**src/rtl/dctpix_pkg.sv**
```systemverilog
// Package for the DC pixelation block: widths, codes, FSM states and the
// divider request/response structs. No dependencies.
`default_nettype none

package dctpix_pkg;

  localparam int COORD_W    = 13;  // block row / column
  localparam int N_W        = 14;  // block counts up to 8192
  localparam int PIX_W      = 16;  // region registers
  localparam int DC_W       = 16;  // DC coefficient
  localparam int BLK_SHIFT  = 3;   // 8 pixels per block
  localparam int BLK_ROUND  = 7;
  localparam int GROUPS_DEF = 8;
  localparam int CFG_IDX_W  = 2;

  typedef enum logic [CFG_IDX_W-1:0] {
    REG_LEFT   = 2'd0,
    REG_RIGHT  = 2'd1,
    REG_TOP    = 2'd2,
    REG_BOTTOM = 2'd3
  } cfg_reg_t;

  typedef enum logic [3:0] {
    ST_IDLE,
    ST_SETUP,
    ST_NDIV,
    ST_NWAIT,
    ST_MUL,
    ST_SEL,
    ST_RWAIT,
    ST_MEM,
    ST_DONE
  } dctpix_st_t;

  typedef struct packed {
    logic           start;
    logic [N_W-1:0] dividend;
    logic [N_W-1:0] divisor;
  } div_req_t;

  typedef struct packed {
    logic           done;
    logic [N_W-1:0] quot;
    logic [N_W-1:0] rem;
  } div_rsp_t;

endpackage

`default_nettype wire

```
**src/rtl/dctpix_div.sv**
```systemverilog
// Shared unsigned divider, two quotient bits per cycle (restoring).
// Depends on dctpix_pkg (N_W, div_req_t, div_rsp_t).
`default_nettype none

module dctpix_div
  import dctpix_pkg::*;
(
  input  wire logic     clk,
  input  wire logic     rst_n,
  input  wire div_req_t req,
  output div_rsp_t      rsp
);

  localparam int STEPS = (N_W + 1) / 2;
  localparam int DW    = 2 * STEPS;
  localparam int CW    = $clog2(STEPS + 1);

  logic [DW-1:0]  dvd_r, dvd_nxt;
  logic [DW-1:0]  quo_r, quo_nxt;
  logic [N_W-1:0] dvs_r;
  logic [N_W-1:0] rem_r, rem_nxt;
  logic [CW-1:0]  cnt_r;
  logic           done_r;

  logic [N_W:0]   t1, t2, d_ext;
  logic           q1, q2;
  logic [N_W:0]   r1, r2;

  // Two dependent restoring steps per cycle.
  always_comb begin
    d_ext   = {1'b0, dvs_r};
    t1      = {rem_r, dvd_r[DW-1]};
    q1      = (t1 >= d_ext);
    r1      = q1 ? (t1 - d_ext) : t1;
    t2      = {r1[N_W-1:0], dvd_r[DW-2]};
    q2      = (t2 >= d_ext);
    r2      = q2 ? (t2 - d_ext) : t2;
    rem_nxt = r2[N_W-1:0];
    dvd_nxt = {dvd_r[DW-3:0], 2'b00};
    quo_nxt = {quo_r[DW-3:0], q1, q2};
  end

  always_ff @(posedge clk) begin
    if (!rst_n) begin
      cnt_r  <= '0;
      done_r <= 1'b0;
    end else if (req.start) begin
      cnt_r  <= CW'(STEPS);
      done_r <= 1'b0;
    end else begin
      done_r <= (cnt_r == CW'(1));
      if (cnt_r != '0) begin
        cnt_r <= cnt_r - CW'(1);
      end
    end
  end

  always_ff @(posedge clk) begin
    if (req.start) begin
      dvd_r <= DW'(req.dividend);
      dvs_r <= req.divisor;
      rem_r <= '0;
      quo_r <= '0;
    end else if (cnt_r != '0) begin
      dvd_r <= dvd_nxt;
      rem_r <= rem_nxt;
      quo_r <= quo_nxt;
    end
  end

  assign rsp.done = done_r;
  assign rsp.quot = quo_r[N_W-1:0];
  assign rsp.rem  = rem_r;

endmodule

`default_nettype wire

```
**config.mk**
```make
export PLATFORM = sky130hd
export DESIGN_NAME = dctpix_div
export DESIGN_NICKNAME = d
export VERILOG_FILES = /design/src/rtl/dctpix_pkg.sv /design/src/rtl/dctpix_div.sv
export SDC_FILE = /design/constraint.sdc
export NUM_CORES = 1
export LEC_CHECK = 0
export BUFFER_PORTS_ARGS = -buffer_cell sky130_fd_sc_hd__clkbuf_2
export CAP_MARGIN = 15
export CORE_MARGIN = 2
export CORE_UTILIZATION = 36
export CTS_CLUSTER_DIAMETER = 60
export DETAILED_ROUTE_END_ITERATION = 6
export PLACE_DENSITY_LB_ADDON = 0.25
export REMOVE_ABC_BUFFERS = 1
export SLEW_MARGIN = 20
export SYNTH_ARGS = -nofsm -noshare
export SYNTH_HDL_FRONTEND = slang
export SYNTH_SLANG_ARGS = --single-unit
```
**constraint.sdc**
```tcl
create_clock -name clk -period 9.93 [get_ports clk]
set_input_delay 0.993 -clock clk [delete_from_list [all_inputs] [get_ports clk]]
set_output_delay 0.993 -clock clk [all_outputs]
set_load 0.02 [all_outputs]
```
# After elaboration in Yosys (flattened, before gate mapping)
# Cells that the tools add are included.
[totals] reg_bits=60 inputBits=31 out_inout_bits=29 wordCells=22
[op_classes] add_sub_neg=3 n_lt_le_gt_ge=2 n_eq_ne=1 n_mux=6 n_bitwise=1 n_reduce_logical=3
[op_table] operator="14-bit 2-to-1 mux" n=4
[op_table] operator="15-bit by 14-bit greater-or-equal comparator with 1-bit output" n=2
[op_table] operator="14-bit subtractor" n=2
[op_table] operator="3-bit 2-to-1 mux" n=2
[op_table] operator="3-bit by 1-bit equality test with 1-bit output, second input constant" n=1
[op_table] operator="3-bit nonzero test" n=1
[op_table] operator="3-bit by 1-bit subtractor with 3-bit output, second input constant" n=1
[op_table] operator="2-bit nonzero test" n=1
[op_table] operator="2-bit OR reduction" n=1
[op_table] operator="1-bit inverter" n=1

# Depth between registers and ports, before layout
# Gate-level depths: netlist of run 1.
[logic_depth] depth_word=4 ltp_mapped=19 mapped_depth_nobuf=19

# Worst setup path before layout of run 1
# OpenSTA, ideal clock, no wires.
[synth_timing] kind="register to register" start="register rem_r[7]" end="register rem_r[12]" setup_ps=116 t_arrival_ps=3974 t_required_ps=9814 slack_ps=5840 path_stages_with_launch=18 n_path_buf=2 synth_period_minus_slack_ps=4090 path_cell_list="dfxtp_1 -> ha_1 -> buf_2 -> nand4_1 -> o311ai_2 -> a21oi_2 -> nor2_4 -> mux2_2 -> ha_1 -> or3_1 -> o21ai_0 -> a31oi_1 -> o21ai_0 -> a31oi_1 -> a211o_1 -> buf_2 -> o41a_1 -> o211a_1"
[synth_between] elab_chain_len=4 word_cells_on_any_way=6 classes_between="2 x add/sub; 2 x order compare; 2 x mux"
[synth_lines] item="from (decl)" line_no="dctpix_div.sv:21" source="logic [N_W-1:0] rem_r, rem_nxt;"
[synth_lines] item="from (signal assigned)" line_no="dctpix_div.sv:66" source="rem_r <= rem_nxt;"
[synth_lines] item="14-bit subtractor or 15-bit by 14-bit greater-or-equal comparator with 1-bit output (tied branches)" line_no="dctpix_div.sv:34, dctpix_div.sv:33"
[synth_lines] item="14-bit 2-to-1 mux *" line_no="dctpix_div.sv:34" source="r1 = q1 ? (t1 - d_ext) : t1;"
[synth_lines] item="14-bit subtractor or 15-bit by 14-bit greater-or-equal comparator with 1-bit output (tied branches)" line_no="dctpix_div.sv:37, dctpix_div.sv:36"
[synth_lines] item="14-bit 2-to-1 mux *" line_no="dctpix_div.sv:37" source="r2 = q2 ? (t2 - d_ext) : t2;"
# Mark *: on every way between the ends. The rest lies on a longest branch, timed or not.
# A chain may end at the register's enable or synchronous reset.

# Worst setup path in the final report of run 1
[layout_timing] start="register dvs_r[8]" end="register rem_r[1]"
[layout_between] elab_chain_len=4 word_cells_on_any_way=6 classes_between="2 x add/sub; 2 x order compare; 2 x mux"
[layout_lines] item="from (decl)" line_no="dctpix_div.sv:20" source="logic [N_W-1:0] dvs_r;"
[layout_lines] item="from (signal assigned)" line_no="dctpix_div.sv:61" source="dvs_r <= req.divisor;"
[layout_lines] item="15-bit by 14-bit greater-or-equal comparator with 1-bit output or 14-bit subtractor (tied branches)" line_no="dctpix_div.sv:33, dctpix_div.sv:34"
[layout_lines] item="14-bit 2-to-1 mux" line_no="dctpix_div.sv:34"
[layout_lines] item="14-bit subtractor or 15-bit by 14-bit greater-or-equal comparator with 1-bit output (tied branches)" line_no="dctpix_div.sv:37, dctpix_div.sv:36"
[layout_lines] item="14-bit 2-to-1 mux *" line_no="dctpix_div.sv:37"
# Marks and branches as above.

==> flow_metrics.env, run 1 <==
export IMPL_status="complete, no violations"
export IMPL_synth_top_flop_cell="dfxtp_1"
export IMPL_boundaryPins=60
export IMPL_areaGrowthSynthToFinish_pct=15.8
export IMPL_via_per_inst=5.51
export IMPL_p_switching_uw=660
export IMPL_tns_ns=0
export IMPL_synth_edf_count=28
export IMPL_ys_warn_count=0
export IMPL_p_leak_uw=0.00194
export IMPL_grtUsageMet1_pct=24.5
export IMPL_die_h_um=108
export IMPL_via_count=3406
export IMPL_die_area_um2=11800
export IMPL_critPathArrivalTime_ns=5.01
export IMPL_core_um2=10700
export IMPL_cp_start_kind="register"
export IMPL_slew_violations=0
export IMPL_avgSynthCellArea_um2=9.44
export IMPL_cts_buffers=9
export IMPL_synth_area_um2=3930
export IMPL_tritoncts="done"
export IMPL_fmax_mhz=210
export IMPL_clkPwrFrac_pct=15.4
export IMPL_hold_path_class="reg -> reg"
export IMPL_path_clk_slew_ns=0.06
export IMPL_synth_cells=416
export IMPL_dr_first_iter_drc_count=173
export IMPL_ant_nets=0
export IMPL_regToRegSetupSlack_ns=5.16
export IMPL_fin_skew_ns=0.0151
export IMPL_ys_seq_area_share_pct=37.7
export IMPL_grt_pass1_vias=3346
export IMPL_place_congestion=0.896
export IMPL_wl_per_cell_um=16.1
export IMPL_setup_viol=0
export IMPL_finalHoldViolations=0
export IMPL_met2_usage_pct=28.6
export IMPL_relSlewSlack_pct=47.5
export IMPL_ys_ff_latch=60
export IMPL_rsz0062_at_grt="no"
export IMPL_diodes=0
export IMPL_clk_latency_ns=0.36
export IMPL_end_kind="register"
export IMPL_fin_util_pct=42.3
export IMPL_pwr_share_comb_pct=61.1
export IMPL_die_width_um=108
export IMPL_synth_cell_types=61
export IMPL_post_cts_buffers=0
export IMPL_nets=537
export IMPL_async_flop_share_pct=0
export IMPL_cts_sinks=60
export IMPL_swShare_pct=45.0
export IMPL_dpl_hpwl_mm=7.34
export IMPL_post_cts_resized=0
export IMPL_max_cap_violations=0
export IMPL_critPathKind="reg -> reg"
export IMPL_initial_core_util_pct=36.6
export IMPL_clockBufferDepth=2
export IMPL_powerDensity_nw_per_um2=323
export IMPL_busiest_layer="met2"
export IMPL_fin_crit_ns=4.77
export IMPL_path_max_fanout=10
export IMPL_cts_root_buffer="clkbuf_8"
export IMPL_grt_overflow_total=0
export IMPL_required_ns=10.17
export IMPL_grt_pass1_wl_mm=16.8
export IMPL_finalCritPeriodShare_pct=48.0
export IMPL_port_buffers=59
export IMPL_ctsHoldBuffers=0
export IMPL_reg2reg_to="rem_r[1]"
export IMPL_reg2reg_from="dvs_r[8]"
export IMPL_rr_worst_depth=16
export IMPL_worst_pin_slew_ns=0.786
export IMPL_worstSetupStartpoint="dvs_r[8]"
export IMPL_grt_antenna_before_repair=0
export IMPL_drc=0
export IMPL_wl_mm=9.95
export IMPL_rows=38
export IMPL_p_int_uw=807
export IMPL_endpoint="rem_r[1]"
export IMPL_grt_max_degree=48
export IMPL_ir_drop_mv=0.115
export IMPL_track_usage_pct=18.5
export IMPL_grt_util_met3_pct=4.34
export IMPL_dr_pass1_iters=5
export IMPL_seqPwrFrac_pct=23.5
export IMPL_ctsHtreeMaxLevel=3
export IMPL_drive_gt1_share_pct=22.6
-- sequential cells by signal, indices dropped and copies added, names as in the netlist --
| register | cells |
|---|---|
| done_r | 1 |
| dvd_r | 14 |
| quo_r | 14 |
| cnt_r | 3 |
| dvs_r | 14 |
| rem_r | 14 |
-- worst max-delay path: stages (launching register included) --
cell,delay [ns]
edfxtp_1,0.32
inv_1,0.05
ha_1,0.41
nand4_1,0.24
o311ai_2,0.41
a21oi_2,0.10
nor2_4,0.32
mux2_2,0.41
ha_1,0.34
or3_1,0.32
o21ai_0,0.08
a31oi_1,0.11
o21ai_0,0.21
a31oi_1,0.14
a211oi_2,0.69
a2111oi_0,0.24
a211o_1,0.26
-- kinds of logic (layout without fill, tap and decap cells) --
kind of cell               Yosys count  after routing  synth area share [%]
AOI/OAI and AO/OA                  130            130                  22.1
and+or+nand+nor                    109            109                  13.6
DFF                                 60             60                  37.7
buffers and inverters               41            103                  4.27
adders and majority gates           33             33                  10.9
muxes                               25             25                  7.36
xor gates and xnor gates            18             18                  4.01
-- cell type report --
type                            instances  area (µm²)
Timing Repair Buffer                   62         318
Multi-Input combinational cell        315        2280
Sequential cell                        60        1480
Tap cell                              140         175
Clock buffer                           14         163
Inverter                               25        93.8
Clock inverter                          2        35.0
Fill cell                            1102        6200
-- power by group through the flow --
| stage | registers, µW | logic (µW) | clock network (µW) |
|---|---|---|---|
| floorplan | 366 | 648 | 0 |
| global placement | 349 | 876 | 0 |
| detailed placement | 350 | 879 | 0 |
| CTS | 345 | 884 | 232 |
| global route | 351 | 991 | 244 |
| finish | 345 | 896 | 226 |
-- worst min path at each step --
stage,start,endpoint,cells after the start
6_report,quo_r[12],quo_r[12],2
3_5_place_dp,quo_r[12],quo_r[12],2
2_1_floorplan,cnt_r[2],done_r,1
3_3_place_gp,quo_r[13],quo_r[13],2
4_1_cts,quo_r[12],quo_r[12],2
5_1_grt,quo_r[12],quo_r[12],2
-- per-stage QoR --
| step | instances | setup WS [ns] | cell area (µm²) | hold WS, ns | power, µW |
|---|---|---|---|---|---|
| 2_1_floorplan | 400 | 5.80 | 3850 | 0.455 | 1010 |
| 3_3_place_gp | 602 | 5.37 | 4350 | 0.439 | 1220 |
| 3_5_place_dp | 602 | 5.27 | 4350 | 0.447 | 1230 |
| 4_1_cts | 618 | 5.27 | 4550 | 0.458 | 1460 |
| 5_1_grt | 618 | 4.78 | 4550 | 0.470 | 1580 |
| 6_report | 618 | 5.16 | 4550 | 0.460 | 1470 |
-- cells in the final DEF (no fill, tap or decap), drive strengths merged, types with 3 or more instances in the layout --
| master | n |
|---|---|
| clkbuf | 73 |
| nand2 | 39 |
| a21oi | 33 |
| dfxtp | 32 |
| o21ai | 32 |
| ha | 31 |
| edfxtp | 28 |
| inv | 25 |
| mux2 | 22 |
| nor2 | 20 |
| xnor2 | 15 |
| nand3 | 12 |
| a31oi | 10 |
| o21a | 9 |
| a211oi | 9 |
| and2 | 6 |
| nor3 | 6 |
| nand4 | 5 |
| a21o | 5 |
| a21boi | 5 |
| nor2b | 4 |
| and3 | 4 |
| o211a | 3 |
| a211o | 3 |
| xor2 | 3 |
| nand3b | 3 |
| or4 | 3 |
| buf | 3 |
| mux2i | 3 |
-- metal layers --
layer	vias to the layer above	share of wire [%]
li1	1657	-
met3	18	6.6
met4	0	2.4
met1	1614	45
met2	117	46
met5	-	0
-- synthesized netlist by cell type, types with 2 or more instances --
| library cell | number | share of area, % |
|---|---|---|
| fa_1 | 2 | 1.0 |
| nand3_1 | 12 | 1.5 |
| a31oi_1 | 10 | 1.6 |
| nand3b_1 | 3 | 0.57 |
| o211a_1 | 3 | 0.76 |
| o31a_1 | 2 | 0.45 |
| a2111oi_0 | 2 | 0.45 |
| nand4_1 | 5 | 0.80 |
| or4_1 | 3 | 0.57 |
| a211oi_1 | 7 | 1.3 |
| xor2_1 | 3 | 0.67 |
| mux2_2 | 20 | 5.7 |
| dfxtp_1 | 32 | 16 |
| o21bai_1 | 2 | 0.38 |
| a211o_1 | 3 | 0.67 |
| mux2i_1 | 2 | 0.51 |
| nor2b_1 | 4 | 0.64 |
| and3_1 | 3 | 0.48 |
| a21boi_0 | 5 | 0.96 |
| o21a_1 | 9 | 1.7 |
| nand2b_1 | 2 | 0.32 |
| xnor2_1 | 15 | 3.3 |
| a21oi_1 | 32 | 4.1 |
| ha_1 | 31 | 9.9 |
| inv_1 | 25 | 2.4 |
| o21ai_0 | 31 | 4.0 |
| buf_1 | 2 | 0.19 |
| nor2_1 | 19 | 1.8 |
| edfxtp_1 | 28 | 21 |
| o2111ai_1 | 2 | 0.45 |
| a21o_1 | 5 | 0.96 |
| mux2_4 | 2 | 0.76 |
| clkbuf_1 | 10 | 0.96 |
| buf_2 | 2 | 0.25 |
| nor3_1 | 6 | 0.76 |
| nor4_1 | 2 | 0.32 |
| nand2_1 | 39 | 3.7 |
| and2_1 | 6 | 0.96 |
| o211ai_1 | 2 | 0.38 |
| o311a_1 | 2 | 0.51 |
(Power assumes the default switching activity.)
==> run 2, diff against run 1 <==
ABC_AREA = 1   (was not set)
clock period = 4.7 ns   (was 9.93 ns; I/O delays follow)
==> run 2 against run 1 <==
Against the previous run: sequential power rose by 110%; die area rose by 5.7%; utilization rose by 0.53 points; critical path type unchanged; worst setup slack got worse by 4.6 ns; largest cell class unchanged; sequential share of layout area fell by 2.2 points; non-clock buffer count fell by 2; area after synthesis rose by 5.9%; total power rose by 130%; fmax rose by 15%.
==> flow_metrics.env, run 2 <==
export IMPL_wl_mm=10.6
export IMPL_setup_viol=0
export IMPL_design_power_total_uw=3430
export IMPL_ys_ff_latch=60
export IMPL_design_area_um2=4870
export IMPL_grt_overflow_total=0
export IMPL_path_clk_slew_ns=0.05
export IMPL_synth_cell_types=34
export IMPL_max_cap_violations=0
export IMPL_required_ns=4.88
export IMPL_synth_edf_count=28
export IMPL_die_h_um=111
export IMPL_hold_path_class="in -> reg"
export IMPL_max_stage_delay_ns=0.36
export IMPL_finalCritPeriodShare_pct=88.1
export IMPL_synth_cells=598
export IMPL_cts_root_buffer="clkbuf_16"
export IMPL_drc=0
export IMPL_grt_util_met3_pct=3.86
export IMPL_fin_crit_ns=4.14
export IMPL_tritoncts="done"
export IMPL_grt_max_degree=43
export IMPL_ctsHtreeMaxLevel=3
export IMPL_synthTopCellsByCount="185 x nand2_1, 85 x inv_1, 74 x nor2_1, 40 x o21ai_0, 33 x a21oi_1"
export IMPL_post_place_cells=785
export IMPL_busiest_layer="met2"
export IMPL_critical_path_cell_chain="inv_1 > ha_1 > nand2_1 > inv_2 > nand2_1 > nand2_1 > a21oi_2 > nand3_4 > o21ai_0 > inv_1 > ha_1 > a21oi_1 > o21ai_0 > a21oi_1 > nand3_1 > nand2_1 > nand3_2 > nand2_1 > nand2_1 > nor2_1 > nor2_1"
export IMPL_fin_skew_ns=0.00385
export IMPL_synth_top_area_share_pct=20.2
export IMPL_p_int_uw=1780
export IMPL_ys_warn_count=0
export IMPL_drive_gt1_share_pct=14.4
export IMPL_grt_antenna_before_repair=0
export IMPL_path_common_cell="nand2_1"
export IMPL_fmax_mhz=242
export IMPL_areaGrowthSynthToFinish_pct=17.1
export IMPL_met2_usage_pct=27.9
export IMPL_via_per_inst=4.85
export IMPL_grt_pass1_wl_mm=17.9
export IMPL_clkPwrFrac_pct=19.3
export IMPL_synth_area_um2=4160
export IMPL_p_switching_uw=1650
export IMPL_port_buffers=59
export IMPL_relSlewSlack_pct=36.1
export IMPL_wl_per_cell_um=13.2
export IMPL_critPathArrivalTime_ns=4.32
export IMPL_diodes=0
export IMPL_avgSynthCellArea_um2=6.95
export IMPL_fillers=1177
export IMPL_place_congestion=1.01
export IMPL_rows=39
export IMPL_dpl_hpwl_mm=7.94
export IMPL_die_area_um2=12400
export IMPL_cts_buffers=9
export IMPL_finalHoldViolations=0
export IMPL_p_leak_uw=0.00257
export IMPL_netlist_top_cell_by_area="edfxtp_1"
export IMPL_synth_most_common_cell="nand2_1"
export IMPL_synth_top_flop_cell="dfxtp_1"
export IMPL_cp_start_kind="register"
export IMPL_powerDensity_nw_per_um2=704
export IMPL_track_usage_pct=17.5
export IMPL_post_cts_resized=0
export IMPL_via_count=3885
export IMPL_end_kind="register"
export IMPL_status="complete, no violations"
export IMPL_synthTopCellsByArea="edfxtp_1 20%, nand2_1 17%, dfxtp_1 15%, ha_1 9.3%, inv_1 7.7%"
export IMPL_dr_first_iter_drc_count=180
export IMPL_instances_no_fill=801
export IMPL_holdPathStages=1
export IMPL_cp_slowest_cell="edfxtp_1"
export IMPL_ctsHoldBuffers=0
export IMPL_path_max_fanout=27
export IMPL_async_flop_share_pct=0
export IMPL_critPathKind="reg -> reg"
export IMPL_clk_latency_ns=0.33
export IMPL_grt_pass1_vias=3855
export IMPL_tns_ns=0
export IMPL_post_cts_buffers=0
export IMPL_cts_sinks=60
export IMPL_slew_violations=0
export IMPL_worst_pin_slew_ns=0.958
export IMPL_pwr_share_comb_pct=59.1
export IMPL_rr_worst_depth=21
export IMPL_swShare_pct=48.0
export IMPL_die_width_um=111
export IMPL_ant_nets=0
export IMPL_post_dp_cell_area_um2=4570
export IMPL_dr_pass1_iters=5
export IMPL_clockBufferDepth=2
export IMPL_rsz0062_at_grt="no"
export IMPL_grtUsageMet1_pct=22.9
export IMPL_final_common_cell="nand2_1"
export IMPL_initial_core_util_pct=36.6
export IMPL_ir_drop_mv=0.245
export IMPL_final_cell_mix="185 x nand2_1, 85 x inv_1, 74 x nor2_1, 59 x clkbuf_2, 40 x o21ai_0"
export IMPL_seqPwrFrac_pct=21.5
export IMPL_boundaryPins=60
export IMPL_nets=717
export IMPL_ys_seq_area_share_pct=35.6
export IMPL_core_um2=11400
## run 2: cell types whose count changed after synthesis, moves of 5 or more
| cell | before | now |
|---|---|---|
| o21ai_0 | 31 | 40 |
| a31oi_1 | 10 | 0 |
| a211oi_1 | 7 | 0 |
| nand2_1 | 39 | 185 |
| nor2_1 | 19 | 74 |
| xnor2_1 | 15 | 7 |
| and2_1 | 6 | 0 |
| o21a_1 | 9 | 4 |
| a21boi_0 | 5 | 0 |
| nand3_1 | 12 | 20 |
| inv_1 | 25 | 85 |
| mux2_2 | 20 | 0 |
## run 2: cell families (layout without fill, tap and decap cells)
group	count (synthesis)	after routing	share of synthesized area, %
simple gates	309	309	31.7
xor+xnor	10	10	2.11
compound gates	83	83	10.6
flops	60	60	35.6
fa+ha+maj	33	33	10.3
buf+inv	103	163	9.66
## run 2: layout make-up
class	count	area (µm²)	share of cell area, %
clock buffers	11	275	5.65
clock inverters	5	30.0	0.616
inverters	87	327	6.70
multi-input cells	435	2280	46.7
flip-flops and latches	60	1480	30.4
well taps	143	179	3.67
repair buffers	60	303	6.22
## run 2: power groups by stage
stage | Combinational [µW] | Sequential, µW | Clock [µW]
final | 2030 | 738 | 663
after global placement | 2000 | 747 | 0
after detailed placement | 2000 | 747 | 0
after CTS | 2020 | 738 | 675
after floorplan | 1460 | 798 | 0
after global routing | 2320 | 752 | 692
## run 2: path summary, 6_finish.rpt
path             start        end  slack [ns]
max          dvs_r[10]  rem_r[13]        0.56
min             req[8]   dvs_r[8]        0.32
max reg2reg  dvs_r[10]  rem_r[13]        0.56
min reg2reg   cnt_r[2]     done_r        0.43
## run 2: stage by stage
| stage | utilization (%) | hold slack [ns] | setup slack (ns) |
|---|---|---|---|
| final | 42.8 | 0.315 | 0.560 |
| after global placement | 40.2 | 0.430 | 0.612 |
| after CTS | 42.8 | 0.306 | 0.555 |
| after detailed placement | 40.2 | 0.429 | 0.557 |
| after floorplan | - | 0.397 | 1.27 |
| after global routing | 42.8 | 0.309 | 0.0757 |
## run 2: layer usage
| layer | routed length [µm] | vias to the layer above |
|---|---|---|
| met5 | 0 | - |
| met4 | 273 | 0 |
| met3 | 552 | 23 |
| met2 | 4760 | 106 |
| met1 | 4960 | 1740 |
| li1 | - | 2016 |
## run 2: worst max-delay path, delay by kind of cell, from the launching register on
family,cells,cell delay (ns)
fa+ha+maj,2,0.65
simple gates,11,1.57
buf+inv,3,0.24
flops,1,0.36
compound gates,5,1.17
